File: src/rtl/lpmt_pkg.sv
// ----------------------------------------------------------------------------
// lpmt_pkg
// shared types, sizes and codes of the longest prefix match trie unit
// ----------------------------------------------------------------------------
package lpmt_pkg;

   // trie node store
   localparam int NODE_COUNT = 4096;
   localparam int NODE_W     = $clog2(NODE_COUNT);
   localparam int USED_W     = $clog2(NODE_COUNT + 1);

   // forwarding
   localparam int PORT_COUNT = 16;
   localparam int ADDR_W     = 32;
   localparam int LEN_W      = 6;
   localparam int PORT_W     = 4;
   localparam int TTL_W      = 8;
   localparam int STATUS_W   = 3;
   localparam logic [TTL_W-1:0] MIN_TTL = TTL_W'(2);

   // commands
   localparam logic CMD_ADD    = 1'b0;
   localparam logic CMD_LOOKUP = 1'b1;

   // result status codes
   localparam logic [STATUS_W-1:0] STATUS_STORED  = 3'd0;
   localparam logic [STATUS_W-1:0] STATUS_KEPT    = 3'd1;
   localparam logic [STATUS_W-1:0] STATUS_FULL    = 3'd2;
   localparam logic [STATUS_W-1:0] STATUS_FORWARD = 3'd3;
   localparam logic [STATUS_W-1:0] STATUS_NOROUTE = 3'd4;
   localparam logic [STATUS_W-1:0] STATUS_EXPIRED = 3'd5;

   // one trie node, child index 0 means no child
   typedef struct packed {
      logic [NODE_W-1:0] kid1;
      logic [NODE_W-1:0] kid0;
      logic              has_route;
      logic              has_hop;
      logic [ADDR_W-1:0] hop;
      logic [PORT_W-1:0] port;
   } node_type;

   localparam int NODE_BITS = $bits(node_type);

   // deepest route seen on a lookup path
   typedef struct packed {
      logic              found;
      logic              has_hop;
      logic [ADDR_W-1:0] hop;
      logic [PORT_W-1:0] port;
   } route_type;

   // one result item
   typedef struct packed {
      logic [STATUS_W-1:0] status;
      logic [PORT_W-1:0]   port;
      logic [ADDR_W-1:0]   hop;
      logic [TTL_W-1:0]    ttl;
   } result_type;

endpackage

File: src/rtl/lpmt_result.sv
// ----------------------------------------------------------------------------
// lpmt_result
// forms the result item from the add status or the best route of a lookup
// ----------------------------------------------------------------------------
module lpmt_result (
   input  logic                             cmd,
   input  logic [lpmt_pkg::STATUS_W-1:0]    add_status,
   input  lpmt_pkg::route_type              best,
   input  logic [lpmt_pkg::ADDR_W-1:0]      dst,
   input  logic [lpmt_pkg::TTL_W-1:0]       ttl_in,
   output lpmt_pkg::result_type             result
);

   logic port_ok;

   assign port_ok = 32'(best.port) < lpmt_pkg::PORT_COUNT;

   always_comb begin
      result = '0;
      if (cmd == lpmt_pkg::CMD_ADD) begin
         result.status = add_status;
      end else if (!best.found || !port_ok) begin
         result.status = lpmt_pkg::STATUS_NOROUTE;
      end else if (ttl_in < lpmt_pkg::MIN_TTL) begin
         result.status = lpmt_pkg::STATUS_EXPIRED;
      end else begin
         result.status = lpmt_pkg::STATUS_FORWARD;
         result.port   = best.port;
         result.hop    = best.has_hop ? best.hop : dst;
         result.ttl    = ttl_in - lpmt_pkg::TTL_W'(1);
      end
   end

endmodule

File: config.mk
export PLATFORM = sky130hd
export DESIGN_NAME = lpmt_result
export DESIGN_NICKNAME = d
export VERILOG_FILES = /design/src/rtl/lpmt_pkg.sv /design/src/rtl/lpmt_result.sv
export SDC_FILE = /design/constraint.sdc
export NUM_CORES = 1
export LEC_CHECK = 0
export BUFFER_PORTS_ARGS = -buffer_cell sky130_fd_sc_hd__clkbuf_2
export CORE_MARGIN = 5
export CORE_UTILIZATION = 28
export DETAILED_ROUTE_END_ITERATION = 10
export PLACE_DENSITY = 0.92
export SETUP_SLACK_MARGIN = 0.05
export SYNTH_ARGS = -nofsm -noshare
export SYNTH_HDL_FRONTEND = slang
export SYNTH_SLANG_ARGS = --single-unit
File: constraint.sdc
create_clock -name vclk -period 1.4
set_input_delay 0.07 -clock vclk [all_inputs]
set_output_delay 0.07 -clock vclk [all_outputs]
set_load 0.01 [all_outputs]
==> flow_summary.html <==
<table>
<tr><th>Metric</th><th>Value</th></tr>
<tr><th colspan="2">Detailed routing</th></tr>
<tr><td>Detailed-route wire length per cell</td><td>roughly 17 microns</td></tr>
<tr><td>Vias/cell</td><td>around 5.0</td></tr>
<tr><td>Via count</td><td>1418</td></tr>
<tr><td>Drc violations</td><td>0</td></tr>
<tr><td>Count of antenna-violating nets left after detailed routing</td><td>0</td></tr>
<tr><td>Initial DRT Pass Iterations</td><td>4</td></tr>
<tr><td>Violation count after the first detailed-routing iteration</td><td>61</td></tr>
<tr><td>Final routed wirelength across all metal layers</td><td>4.70 mm</td></tr>
<tr><th colspan="2">Synth</th></tr>
<tr><td>Most instantiated library cell after synthesis</td><td>nor2_1</td></tr>
<tr><td>Proportion of synthesized chip area in sequential cells</td><td>0%</td></tr>
<tr><td>Count of synthesis-stage warnings from yosys</td><td>0</td></tr>
<tr><td>Yosys top cell area share</td><td>45.1%</td></tr>
<tr><td>Cell variety after synth</td><td>20</td></tr>
<tr><td>Top area cells in the synthesized netlist</td><td>mux2i_1, nor2_1, inv_1</td></tr>
<tr><td>Library cell occupying the most area in the post-synthesis netlist</td><td>mux2i_1</td></tr>
<tr><td>Mean area per synthesized cell</td><td>6.33 sq um</td></tr>
<tr><td>Cell area after synthesis</td><td>709 sq um</td></tr>
<tr><td>Cells after synthesis</td><td>112</td></tr>
<tr><td>Mapped Nets</td><td>a little under 200</td></tr>
<tr><td>Most frequent cells after synthesis</td><td>nor2_1, mux2i_1, inv_1</td></tr>
<tr><th colspan="2">Worst setup path</th></tr>
<tr><td>Max Fanout on Critical Path</td><td>4</td></tr>
<tr><td>Launch point of the worst path</td><td>ttl_in[2]</td></tr>
<tr><td>Timing endpoint of the critical path</td><td>result[3]</td></tr>
<tr><td>Worst Path Arrival</td><td>1520 ps</td></tr>
<tr><td>Type of the worst setup path</td><td>in2out</td></tr>
<tr><td>Worst Setup End Kind</td><td>output pin</td></tr>
<tr><td>Critical path data required time</td><td>1330 ps</td></tr>
<tr><td>Setup crit start kind</td><td>primary input</td></tr>
<tr><th colspan="2">STA</th></tr>
<tr><td>Min Hold Slack</td><td>404 ps</td></tr>
<tr><td>Setup repair after global routing missed its margin</td><td>yes</td></tr>
<tr><td>Timing-limited maximum frequency</td><td>between 0.6 and 0.7 GHz</td></tr>
<tr><td>Final hold violation count</td><td>0</td></tr>
<tr><td>Crit path time final</td><td>1590 ps</td></tr>
<tr><td>Ratio of final minimum period to clock period</td><td>113%</td></tr>
<tr><td>Measured slew at the worst slew-check pin</td><td>325 ps</td></tr>
<tr><td>Worst setup slack after layout</td><td>-189 ps</td></tr>
<tr><td>Final setup viols</td><td>44</td></tr>
<tr><td>Max-slew violations</td><td>0</td></tr>
<tr><td>Headroom to the max-slew limit</td><td>approximately 78%</td></tr>
<tr><th colspan="2">Worst hold path</th></tr>
<tr><td>HP Class</td><td>in2out</td></tr>
<tr><td>Number of instances on the worst hold path</td><td>4</td></tr>
<tr><th colspan="2">Power and ir drop</th></tr>
<tr><td>Worst vdd ir</td><td>0.189 mV</td></tr>
<tr><td>Share of total power in sequential cells</td><td>0%</td></tr>
<tr><td>Switch share</td><td>between 40 and 50%</td></tr>
<tr><td>Switching pwr</td><td>0.255 mW</td></tr>
<tr><td>Leakage</td><td>1.07 nW</td></tr>
<tr><td>Final Total Pwr</td><td>roughly 0.54 mW</td></tr>
<tr><td>Clock network power share</td><td>0%</td></tr>
<tr><td>Combinational power share</td><td>100.0%</td></tr>
<tr><td>Pwr per Cell Area</td><td>298 mW/mm^2</td></tr>
<tr><td>Internal Pwr Total</td><td>between 0.2 and 0.3 mW</td></tr>
<tr><th colspan="2">Global route</th></tr>
<tr><td>Number of global-route vias before repair</td><td>1276</td></tr>
<tr><td>First-pass GRT wire length</td><td>~5.4 mm</td></tr>
<tr><td>Total GRT Usage</td><td>18.6%</td></tr>
<tr><td>Maximum number of pins on one net before global-route repair</td><td>32</td></tr>
<tr><td>Total overflow reported by the global router</td><td>0</td></tr>
<tr><td>Number of antenna violations at the first check in global routing</td><td>0</td></tr>
<tr><th colspan="2">Final layout</th></tr>
<tr><td>Layout-stage area growth over the synthesis result</td><td>153%</td></tr>
<tr><td>Area occupied by registers</td><td>0 sq um</td></tr>
<tr><td>Fin area</td><td>approximately 0.0018 sq mm</td></tr>
<tr><td>Finished Layout Cells</td><td>284</td></tr>
<tr><td>Antenna diodes</td><td>0</td></tr>
<tr><td>Number of flip-flops and latches</td><td>0</td></tr>
<tr><td>Layout cells sized above 1</td><td>between 60% and 70%</td></tr>
<tr><td>Number of nets at the end of the flow</td><td>339</td></tr>
<tr><td>Final core utilization</td><td>73.2%</td></tr>
<tr><td>Layout clock buffers</td><td>0</td></tr>
<tr><th colspan="2">Placed design</th></tr>
<tr><td>Total placed cells including tap cells</td><td>~280</td></tr>
<tr><td>Detailed-placement wirelength estimate</td><td>3.05 mm</td></tr>
<tr><td>Placement-stage cell area</td><td>0.00148 sq mm</td></tr>
<tr><td># port buffers</td><td>129</td></tr>
<tr><td>Weighted congestion reported at the end of routability-driven placement</td><td>0.776</td></tr>
<tr><th colspan="2">Flow run</th></tr>
<tr><td>Number of maximum-capacitance constraint violations</td><td>0</td></tr>
<tr><th colspan="2">Clock network</th></tr>
<tr><td>Quantity of hold-fixing buffers added after cts</td><td>0</td></tr>
<tr><th colspan="2">Outcome</th></tr>
<tr><td>Run status</td><td>complete, but fails checks</td></tr>
<tr><td>Violations in the final reports</td><td>setup timing</td></tr>
<tr><th colspan="2">Floorplan</th></tr>
<tr><td>Top-level port count</td><td>about 130</td></tr>
<tr><td>Full die area</td><td>0.00364 sq mm</td></tr>
<tr><td>Site row count</td><td>18</td></tr>
<tr><td>Vertical die dimension</td><td>60.3 microns</td></tr>
<tr><td>Starting utilization of the core area</td><td>28.9%</td></tr>
<tr><td>Area of the placeable core</td><td>between 0.002 and 0.0025 sq mm</td></tr>
<tr><td>Die boundary width</td><td>a little over 60 microns</td></tr>
</table>
[power by group through the flow]
stage	clock [mW]	combinational (mW)	sequential (mW)
global route	0	0.571	0
CTS	0	0.435	0
detailed placement	0	0.416	0
global placement	0	0.403	0
finish	0	0.536	0
floorplan	0	0.187	0
[metrics by stage]
step                worst slack, ps  TNS [ps]
finish                         -189     -6580
global route                   -221     -7730
CTS                            -146     -4430
detailed placement             -157     -1100
global placement               -143      -433
floorplan                      56.5         0
[placed cells by master (no fill, tap or decap), types with 3 or more instances in the layout]
master	n
clkbuf_2	110
mux2i_1	32
nor2_1	23
buf_6	15
nor2_4	12
buf_4	12
inv_1	9
buf_2	8
nor2_2	4
o21ai_0	3
a21oi_2	3
[metal layers]
layer / vias up / track usage, % / part of all wire (%)
met4: 0 / 3.48 / 2.0
li1: 668 / - / -
met5: - / 0 / 0
met2: 100 / 40.4 / 54
met3: 14 / 3.83 / 13
met1: 636 / 17.3 / 31
[worst min-delay path by stage]
stage	from	end	slack, ps
floorplan	ttl_in[0]	result[0]	190
global placement	best[3]	result[43]	400
finish	best[2]	result[42]	400
CTS	best[2]	result[42]	410
detailed placement	best[2]	result[42]	410
global route	best[3]	result[43]	420
[timing repair]
item | in CTS | in global routing
pin swaps | 5 | 13
gates resized for setup | 13 | 61
setup endpoints to repair | 44 | 45
gates cloned | 1 | 2
setup buffers | 1 | 3
[area by class of cell]
cell class	instances	area, sq um
tap	30	37.5
timing repair buffer	150	955
inverter	9	33.8
multi-input combinational	95	771
fill	176	658
[cells by family after synthesis]
kind of cell    Yosys count  synth area share, %
simple gates             48                 30.7
mux                      32                 45.2
xor+xnor                  1                 1.23
buf+inv                  17                 9.70
fa+ha+maj                 1                 1.76
compound gates           13                 11.5
[critical path: stages]
cell and delay, ps:
clkbuf_2 110, or4_4 550, buf_6 150, o21bai_4 160, buf_6 160, clkbuf_16 150, a21oi_2 30, buf_2 140
Note: power is estimated with default switching activity, not from simulation.
