$ cat src/rtl/lpmt_ram.sv
// ----------------------------------------------------------------------------
// lpmt_ram
// generic single write, single read ram with registered read data
// ----------------------------------------------------------------------------
module lpmt_ram #(
   parameter int WIDTH = 8,
   parameter int DEPTH = 16
) (
   input  logic                     clock,
   input  logic                     wr_en,
   input  logic [$clog2(DEPTH)-1:0] wr_addr,
   input  logic [WIDTH-1:0]         wr_data,
   input  logic                     rd_en,
   input  logic [$clog2(DEPTH)-1:0] rd_addr,
   output logic [WIDTH-1:0]         rd_data
);

   logic [WIDTH-1:0] mem_ff [DEPTH];
   logic [WIDTH-1:0] rd_data_ff;

   always_ff @(posedge clock) begin
      if (wr_en) begin
         mem_ff[wr_addr] <= wr_data;
      end
      if (rd_en) begin
         rd_data_ff <= mem_ff[rd_addr];
      end
   end

   assign rd_data = rd_data_ff;

endmodule

$ cat config.mk
export PLATFORM = sky130hd
export DESIGN_NAME = lpmt_ram
export DESIGN_NICKNAME = d
export VERILOG_FILES = /design/src/rtl/lpmt_ram.sv
export SDC_FILE = /design/constraint.sdc
export NUM_CORES = 1
export LEC_CHECK = 0
export BUFFER_PORTS_ARGS = -buffer_cell sky130_fd_sc_hd__buf_4
export CAP_MARGIN = 20
export CORE_ASPECT_RATIO = 1.1
export CORE_MARGIN = 8
export CORE_UTILIZATION = 30
export DETAILED_ROUTE_END_ITERATION = 7
export PLACE_DENSITY = 0.56
export SKIP_LAST_GASP = 1
export SLEW_MARGIN = 10
export SYNTH_ARGS = -nofsm -noshare
export SYNTH_HDL_FRONTEND = slang
export SYNTH_SLANG_ARGS = --single-unit
$ cat constraint.sdc
create_clock -name clock -period 1.85 [get_ports clock]
set_input_delay 0.185 -clock clock [delete_from_list [all_inputs] [get_ports clock]]
set_output_delay 0.185 -clock clock [all_outputs]
set_load 0.02 [all_outputs]
==> results of run 1 <==
[cells by family (layout without fill, tap and decap cells)]
| family | after synthesis | count (layout) | share of synthesized area (%) |
|---|---|---|---|
| muxes | 32 | 32 | 14.79 |
| DFF | 136 | 136 | 78.12 |
| AOI/OAI and AO/OA | 16 | 16 | 2.298 |
| and+or+nand+nor | 35 | 35 | 3.136 |
| buffers and inverters | 10 | 77 | 1.651 |
[area by class of cell]
cell class              instances  area share (%)
clock buffers                  24           7.110
clock inverters                 6           1.201
multi-input cells              83           16.64
flip-flops and latches        136           64.29
well taps                     234           4.609
repair buffers                 47           6.145
[state kept, by name, indices dropped and copies added (netlist names)]
register and flops:
rd_data 8, mem_ff 128
[worst max-delay path: stages, from the launching register on]
cell and delay [ps]:
sky130_fd_sc_hd__edfxtp_1 360, sky130_fd_sc_hd__mux4_1 490, sky130_fd_sc_hd__a22oi_1 270, sky130_fd_sc_hd__nand2_1 100
[metrics by stage]
step / cell area, um2 / utilization, % / hold WS (ps)
5_1_grt: 6352 / 37.19 / 73.13
2_1_floorplan: 5228 / - / 283.9
3_3_place_gp: 5824 / 34.10 / 490.1
3_5_place_dp: 5824 / 34.10 / 499.4
6_report: 6352 / 37.19 / 76.51
4_1_cts: 6352 / 37.19 / 64.18
[worst max-delay path by stage]
stage,startpoint,endpoint,slack [ps],cells after the start
after floorplan,wr_addr[2],mem_ff[0][0],170,2
after global placement,rd_addr[0],rd_data[1],30,5
after detailed placement,rd_addr[0],rd_data[1],50,5
after CTS,mem_ff[1][1],rd_data[1],350,3
after global routing,mem_ff[1][1],rd_data[1],300,3
final,mem_ff[8][4],rd_data[4],370,3
[placed cells by master, fill, tap and decap left out, drive strengths merged]
master	instances
edfxtp	136
buf	47
mux4	32
clkbuf	24
a22oi	16
nor2	13
nand2	9
nor3	4
clkinv	4
nand3b	2
nand2b	2
bufinv	2
nor2b	1
and2	1
and2b	1
nand3	1
or3b	1
[layer usage]
metal	routed length (um)	up-vias
met5	0	-
met3	503	10
met2	4933	59
li1	-	1088
met1	4583	1264
met4	106	0
[synthesized netlist by cell type, drive strengths merged]
master           n  area share [%]
edfxtp         136              78
mux4            32              15
a22oi           16             2.3
nor2            13            0.93
nand2            9            0.65
buf              7             1.1
nor3             4            0.38
clkdlybuf4s25    3            0.57
nand2b           2            0.24
nand3b           2            0.29
and2             1            0.12
and2b            1            0.14
nand3            1           0.096
nor2b            1            0.12
or3b             1            0.17
[power by group through the flow]
stage	Combinational (W)	Clock, W	Sequential [W]
3_5_place_dp	0.000364	0	0.00356
3_3_place_gp	0.000358	0	0.00355
6_report	0.000354	0.00305	0.00349
4_1_cts	0.000364	0.00310	0.00349
2_1_floorplan	0.000175	0	0.00357
5_1_grt	0.000385	0.00322	0.00350
==> reports/qor_table.md, run 1 <==
| Group | Parameter | Reported |
|:---|:---|:---|
| grt | Met3 Track Usage GR | 2.740% |
| yosys | Post-synthesis cell count | 229 |
| placement | Detailed Place HPWL | 6691 um |
| yosys | Synth cell types | 18 |
| job | MaxCap Viol Count | 0 |
| grt | Total grt overflow | 0 |
| sta | Final setup violating endpoints | 0 |
| grt | Vias in the first global route | 2,581 |
| power | Internal power | 0.005584 W |
| min path | Worst hold path startpoint | wr_data[2] |
| worst setup path | Startpoint of the worst register-to-register path | mem_ff[8][4] |
| sta | Final critical-path required period | 1484 ps |
| grt | GRT Resource Usage Total | 9.808% |
| worst setup path | Critical path startpoint category | flop |
| cts | Maximum buffer depth of the clock tree | 2 |
| grt | Wire length of the first global-routing pass | 15,260 um |
| drt | Average via count per standard cell | 4.568 |
| sta | Number of hold violations in the final report | 0 |
| drt | Final routed wirelength across all metal layers | 10,130 um |
| cts | Root buffer cell | sky130_fd_sc_hd__clkbuf_16 |
| grt | Met1 Usage GRT | 12.35% |
| cts | Number of buffers inserted by hold repair at cts | 0 |
| drt | Via count | 2,421 |
| layout | Seq. cell area | 4084 um2 |
| layout | Diodes inserted | 0 |
| run status | Outcome | finished, final reports clean |
| power | Switching component of the power | 0.001311 W |
| placement | # placed instances | 500 |
| min path | Worst Hold Path EP | mem_ff[0][2] |
| drt | Drt pass-1 iters | 4 |
| grt | Number of antenna violations at the first check in global routing | 0 |
| sta | Final worst-path cycle share | 80.24% |
| yosys | Register bit count reported by yosys | 136 |
| power | Combinational share of power | 5.1% |
| cts | Clock transition at the register clock pins on the worst setup and hold paths after CTS | 50 ps |
| worst setup path | Data required, critical path | 2000 ps |
| min path | Class of the worst hold path | in2reg |
| placement | GP Congestion | 0.6826 |
| floorplan | Die span in x | 141.9 um |
| sta | Pin slew with the least headroom to its limit | 387.6 ps |
| yosys | Share of the yosys chip area belonging to registers | 78.12% |
| sta | Setup TNS Final | 0 ps |
| layout | Fill count | 1,559 |
| cts | # H-tree levels | 4 |
| yosys | Number of warnings issued by yosys | 0 |
| cts | Insertion delay of the later-clocked pin in the worst-skew pair | 410 ps |
| worst setup path | Register-to-register setup slack | 370 ps |
| power | Cell area power density | 1085 nW/um2 |
| cts | Number of clock buffers inserted by TritonCTS | 17 |
| cts | Sinks on Clock Net | 136 |
| power | Overall power after layout | 0.006895 W |
| worst setup path | Data arrival at the endpoint of the critical path | 1630 ps |
| floorplan | Vert. Die Dim | 154.4 um |
| layout | Share of final-layout standard cells stronger than drive strength 1 | 29.05% |
| yosys | Syn avg cell area | 22.83 um2 |
| layout | Post-route insts no fill | 530 |
| sta | Max-Slew Margin vs Limit | 74.16% |
| grt | Global routing's busiest layer | met2 |
| power | Proportion of power drawn by the clock network | 44.2% |
| sta | FMAX | 673.7 MHz |
| drt | Final routed DRC violation total | 0 |
| drt | WL per Instance | 19.11 um |
| layout | Signed area change from the synthesized netlist to the final layout | 21.52% |
| power | Leakage power | 2.111 nW |
| power | Proportion of power drawn by flip-flops and latches | 50.7% |
| worst setup path | Start-to-end type of the worst setup path | reg2reg |
| worst setup path | Endpoint type of the worst setup path | flop |
| yosys | Net count after synthesis | 248 |
| floorplan | IO Count | 27 |
| worst setup path | Number of cells traversed by the worst register-to-register path | 3 |
| cts | Buffers inserted during post-CTS setup optimization | 0 |
| floorplan | Standard-cell rows | 50 |
| worst setup path | Worst r2r dst | rd_data[4] |
| cts | Number of resized instances in the post-cts repair step | 0 |
| drt | Number of design-rule violations left by the first detailed-router iteration | 216 |
| placement | Port Buffer Count | 26 |
| sta | Final worst clock skew | 3.815 ps |
| sta | Unrepaired setup endpoints after global routing | no |
| drt | DRT antenna net count | 0 |
| sta | Number of max-slew violations in the final report | 0 |
| min path | Number of cells on the worst hold path | 1 |
| yosys | Synthesized cell area | 5228 um2 |
| power | Net Sw Frac | 19.01% |
| floorplan | Area of the core region | 17,080 um2 |
| power | IR drop worst, VDD | 0.0005816 V |
| floorplan | Initial cell density of the core | 30.61% |
| layout | Area occupied by multi-input gates | 1057 um2 |
| layout | Total number of nets in the final design | 304 |
| worst setup path | CP Max Fanout | 1 |
| grt | Met2 Track Usage GR | 15.03% |
| cts | Clock tree from TritonCTS | yes |
| sta | Final worst setup slack | 365.6 ps |
| floorplan | Die ar. | 21,910 um2 |
| grt | Pin count of the biggest net entering global routing | 28 |
| placement | Placement-stage worst setup slack | 46.65 ps |
(Power assumes the default switching activity.)
==> run 2: changes to the inputs <==
PLACE_DENSITY = 0.57   (was 0.56)
clock period = 1.3 ns   (was 1.85 ns; I/O delays follow)
==> reports/qor_table.md, run 2 (same netlist as run 1, synthesis figures left out) <==
| Group | Parameter | Reported |
|:---|:---|:---|
| run status | Outcome | complete, but fails checks |
| run status | Failing checks | setup timing |
| drt | DRT antenna net count | 0 |
| floorplan | Area of the core region | 17,080 um2 |
| grt | Pin count of the biggest net entering global routing | 17 |
| drt | Number of design-rule violations left by the first detailed-router iteration | 220 |
| min path | Class of the worst hold path | in2reg |
| layout | Post-route insts no fill | 547 |
| power | Cell area power density | 1575 nW/um2 |
| job | MaxCap Viol Count | 0 |
| layout | Total number of nets in the final design | 319 |
| drt | Final routed wirelength across all metal layers | 10,960 um |
| drt | Final routed DRC violation total | 0 |
| worst setup path | Critical path startpoint category | flop |
| floorplan | Vert. Die Dim | 154.4 um |
| worst setup path | CP Max Fanout | 1 |
| floorplan | Initial cell density of the core | 30.61% |
| worst setup path | Start-to-end type of the worst setup path | reg2reg |
| power | Overall power after layout | 0.01033 W |
| grt | GRT Resource Usage Total | 10.75% |
| placement | Total cell area at the placement stage | 5936 um2 |
| sta | Max-Slew Margin vs Limit | 34.30% |
| layout | Diodes inserted | 0 |
| sta | Final worst-path cycle share | 109.6% |
| cts | Number of buffers inserted by hold repair at cts | 0 |
| drt | WL per Instance | 20.04 um |
| power | IR drop worst, VDD | 0.0008888 V |
| floorplan | Die span in x | 141.9 um |
| cts | # H-tree levels | 4 |
| worst setup path | Crit path largest cell delay | 480 ps |
| grt | Vias in the first global route | 2,686 |
| power | Leakage power | 2.167 nW |
| worst setup path | Endpoint type of the worst setup path | flop |
| cts | Maximum buffer depth of the clock tree | 2 |
| cts | Insertion delay of the later-clocked pin in the worst-skew pair | 400 ps |
| layout | Share of final-layout standard cells stronger than drive strength 1 | 43.77% |
| drt | Via count | 2,517 |
| placement | GP Congestion | 0.7180 |
| sta | Number of max-slew violations in the final report | 0 |
| sta | FMAX | 701.8 MHz |
| worst setup path | Series of cell instances along the critical path | mux4_2 > a22oi_2 > nand2_1 |
| placement | # placed instances | 516 |
| sta | Unrepaired setup endpoints after global routing | yes |
| layout | Max reg flops | 128 |
| cts | Sinks on Clock Net | 136 |
| sta | Number of hold violations in the final report | 0 |
| layout | Top reg by flops | mem_ff |
| worst setup path | Data arrival at the endpoint of the critical path | 1580 ps |
| cts | Buffers inserted during post-CTS setup optimization | 0 |
| sta | Final worst setup slack | -124.9 ps |
| cts | Number of clock buffers inserted by TritonCTS | 17 |
| worst setup path | Slowest-stage cell, CP | sky130_fd_sc_hd__mux4_2 |
| grt | Number of antenna violations at the first check in global routing | 0 |
| drt | Average via count per standard cell | 4.601 |
| sta | Final setup violating endpoints | 8 |
| sta | Final worst clock skew | 4.771 ps |
| sta | Final critical-path required period | 1425 ps |
| floorplan | Standard-cell rows | 50 |
| placement | Port Buffer Count | 26 |
| sta | Setup TNS Final | -631.1 ps |
| cts | Root buffer cell | sky130_fd_sc_hd__clkbuf_16 |
| layout | Signed area change from the synthesized netlist to the final layout | 25.51% |
| floorplan | Die ar. | 21,910 um2 |
| worst setup path | Data required, critical path | 1450 ps |
| grt | Wire length of the first global-routing pass | 16,910 um |
| cts | Clock tree from TritonCTS | yes |
| layout | Commonest non-fill, non-tap cell in the layout | sky130_fd_sc_hd__edfxtp_1 |
| grt | Total grt overflow | 0 |
| placement | Detailed Place HPWL | 7519 um |
| drt | Drt pass-1 iters | 5 |
| layout | Most frequent cells in the layout | 136 x sky130_fd_sc_hd__edfxtp_1, 57 x sky130_fd_sc_hd__buf_4, 32 x sky130_fd_sc_hd__mux4_2 |
| cts | Clock transition at the register clock pins on the worst setup and hold paths after CTS | 60 ps |
| sta | Pin slew with the least headroom to its limit | 983.5 ps |
| layout | Area of all placed cells without fillers | 6561 um2 |
| floorplan | IO Count | 27 |
## run 2: cell count changes in the layout (fill, tap and decap cells not counted), moves of 6 or more
cell,before,now
sky130_fd_sc_hd__mux4_1,14,0
sky130_fd_sc_hd__clkinvlp_4,0,6
sky130_fd_sc_hd__mux4_2,18,32
sky130_fd_sc_hd__a22oi_2,0,7
sky130_fd_sc_hd__clkbuf_1,7,0
sky130_fd_sc_hd__a22oi_1,16,9
sky130_fd_sc_hd__buf_4,44,57
## run 2: what timing repair did
action / CTS / global route
resized for setup: 8 / 0
pin swaps: 3 / 1
endpoints found under the setup margin: 8 / 8
## run 2: layer usage
metal | share of wire (%) | GRT usage [%]
met1 | 42 | 13.86
met2 | 49 | 16.45
met3 | 7.7 | 3.695
met4 | 0.90 | 3.943
met5 | 0 | 0
## run 2: critical path: cells and delay by family (launching register included)
family           cells  cell delay [ps]
AO/OA/AOI/OAI        1              250
flip-flops           1              360
multiplexers         1              480
AND/OR/NAND/NOR      1               70
## run 2: cell type report
cell class	count	area, um2
repair buffers	62	528.0
fillers	1545	10520
clock buffers	17	425.4
well taps	234	292.8
flip-flops and latches	136	4084
multi-input cells	83	1055
clock inverters	15	176.4
## run 2: final timing paths
check	from	cells after the start	slack [ps]	to
worst max-delay path	mem_ff[2][4]	3	-120	rd_data[4]
worst min register to register	mem_ff[12][4]	3	750	rd_data[4]
worst min-delay path	wr_data[2]	1	30	mem_ff[5][2]
worst max register to register	mem_ff[2][4]	3	-120	rd_data[4]
## run 2: per-stage QoR
step	setup slack, ps	util (%)	hold slack [ps]
finish	-124.9	38.42	31.08
global route	-174.5	38.42	26.58
floorplan	-96.15	-	228.9
global placement	-408.5	34.75	432.6
detailed placement	-397.1	34.75	445.9
CTS	-123.6	38.42	17.42
## run 2: power by group
group | switching (W) | total (W) | internal, W
Clock | 0.00178 | 0.00479 | 0.00301
Combinational | 0.000304 | 0.000571 | 0.000267
Sequential | 0.0000281 | 0.00497 | 0.00494
Total | 0.00211 | 0.0103 | 0.00822
==> run 3: changes to the inputs <==
CELL_PAD_IN_SITES_DETAIL_PLACEMENT = 0   (was default)
CELL_PAD_IN_SITES_GLOBAL_PLACEMENT = 2   (was default)
PLACE_DENSITY = 0.64   (was 0.57)
clock period = 1.49 ns   (was 1.3 ns; I/O delays follow)
==> reports/qor_table.md, run 3 (same netlist as run 1, synthesis figures left out) <==
| Group | Parameter | Reported |
|:---|:---|:---|
| cts | Maximum buffer depth of the clock tree | 2 |
| layout | Fill count | 1,533 |
| sta | Final critical-path required period | 1446 ps |
| worst setup path | CP Max Fanout | 1 |
| cts | Number of buffers inserted by hold repair at cts | 0 |
| placement | Placement-stage worst setup slack | -302.3 ps |
| layout | Final core utilization | 37.56% |
| sta | Final worst-path cycle share | 97.07% |
| worst setup path | Data arrival at the endpoint of the critical path | 1590 ps |
| sta | Final worst setup slack | 43.62 ps |
| min path | Class of the worst hold path | in2reg |
| drt | WL per Instance | 20.16 um |
| drt | Drt pass-1 iters | 4 |
| worst setup path | Start-to-end type of the worst setup path | reg2reg |
| sta | Pin slew with the least headroom to its limit | 802.7 ps |
| drt | Final routed wirelength across all metal layers | 10,740 um |
| layout | Seq. cell area | 4084 um2 |
| sta | Final worst clock skew | 4.814 ps |
| layout | Top reg by flops | mem_ff |
| drt | DRT antenna net count | 0 |
| job | MaxCap Viol Count | 0 |
| layout | Signed area change from the synthesized netlist to the final layout | 22.71% |
| layout | Max reg flops | 128 |
| power | Leakage power | 2.129 nW |
| layout | Share of final-layout standard cells stronger than drive strength 1 | 33.11% |
| power | Cell area power density | 1313 nW/um2 |
| sta | Final setup violating endpoints | 0 |
| layout | Total number of nets in the final design | 308 |
| worst setup path | Data required, critical path | 1630 ps |
| sta | Unrepaired setup endpoints after global routing | no |
| floorplan | Standard-cell rows | 50 |
| cts | Buffers inserted during post-CTS setup optimization | 0 |
| layout | Diodes inserted | 0 |
| worst setup path | Endpoint type of the worst setup path | flop |
| floorplan | Die span in x | 141.9 um |
| cts | Root buffer cell | sky130_fd_sc_hd__clkbuf_16 |
| power | Overall power after layout | 0.008426 W |
| floorplan | IO Count | 27 |
| floorplan | Die ar. | 21,910 um2 |
| sta | Number of max-slew violations in the final report | 0 |
| floorplan | Initial cell density of the core | 30.61% |
| grt | Total grt overflow | 0 |
| grt | Vias in the first global route | 2,631 |
| placement | Port Buffer Count | 26 |
| worst setup path | Critical path startpoint category | flop |
| layout | Most frequent cells in the layout | 136 x sky130_fd_sc_hd__edfxtp_1, 45 x sky130_fd_sc_hd__buf_4, 20 x sky130_fd_sc_hd__mux4_2 |
| grt | GRT Resource Usage Total | 10.53% |
| cts | Sinks on Clock Net | 136 |
| layout | Commonest non-fill, non-tap cell in the layout | sky130_fd_sc_hd__edfxtp_1 |
| placement | GP Congestion | 0.6912 |
| cts | Clock transition at the register clock pins on the worst setup and hold paths after CTS | 50 ps |
| cts | # H-tree levels | 4 |
| cts | Insertion delay of the later-clocked pin in the worst-skew pair | 400 ps |
| floorplan | Vert. Die Dim | 154.4 um |
| placement | Detailed Place HPWL | 7068 um |
| sta | FMAX | 691.4 MHz |
| grt | Number of antenna violations at the first check in global routing | 0 |
| cts | Clock tree from TritonCTS | yes |
| drt | Via count | 2,428 |
| power | IR drop worst, VDD | 0.0007735 V |
| sta | Max-Slew Margin vs Limit | 46.29% |
| layout | Area occupied by multi-input gates | 1080 um2 |
| drt | Final routed DRC violation total | 0 |
| drt | Average via count per standard cell | 4.555 |
| run status | Outcome | finished, final reports clean |
| grt | Pin count of the biggest net entering global routing | 17 |
| drt | Number of design-rule violations left by the first detailed-router iteration | 160 |
| floorplan | Area of the core region | 17,080 um2 |
| sta | Setup TNS Final | 0 ps |
| grt | Wire length of the first global-routing pass | 16,390 um |
| cts | Number of clock buffers inserted by TritonCTS | 17 |
| sta | Hold Slack | 57.61 ps |
| sta | Number of hold violations in the final report | 0 |
## run 3: per-stage QoR
stage / cells / area [um2]
floorplan: 229 / 5233
global placement: 504 / 5897
detailed placement: 504 / 5897
CTS: 533 / 6412
global route: 533 / 6415
finish: 533 / 6415
## run 3: what timing repair did
action                                  in CTS  in global routing
endpoints found under the setup margin       3                  5
pin swaps                                    0                  2
gates cloned                                 0                  0
resized for setup                            3                  4
## run 3: per-layer routing
layer	wire length [um]	global-route usage, %
met1	4684	12.83
met2	5316	16.90
met3	560	3.079
met4	181	4.916
met5	0	0
## run 3: critical path, cell delays in order, from the launching register on
cell                       delay [ps]
sky130_fd_sc_hd__edfxtp_1         360
sky130_fd_sc_hd__mux4_2           480
sky130_fd_sc_hd__a22oi_1          230
sky130_fd_sc_hd__nand2_1          110
## run 3: cell type report
class / count / area share [%]
Clock buffer: 22 / 6.924
Clock inverter: 7 / 0.8777
Multi-Input combinational cell: 83 / 16.83
Sequential cell: 136 / 63.66
Tap cell: 234 / 4.564
Timing Repair Buffer: 51 / 7.139
## run 3: path summary, 6_finish.rpt
kind         depth (start not counted)           from            end  slack [ps]
min                                  1     wr_data[4]  mem_ff[10][4]          60
max reg2reg                          3   mem_ff[8][0]     rd_data[0]          40
max                                  3   mem_ff[8][0]     rd_data[0]          40
min reg2reg                          3  mem_ff[14][4]     rd_data[4]         750
## run 3: where the power goes
part	internal [W]	leakage [nW]	switching, W
combinational	0.000222	0.647	0.000259
clock	0.00223	0.246	0.00137
sequential	0.00431	1.24	0.0000234
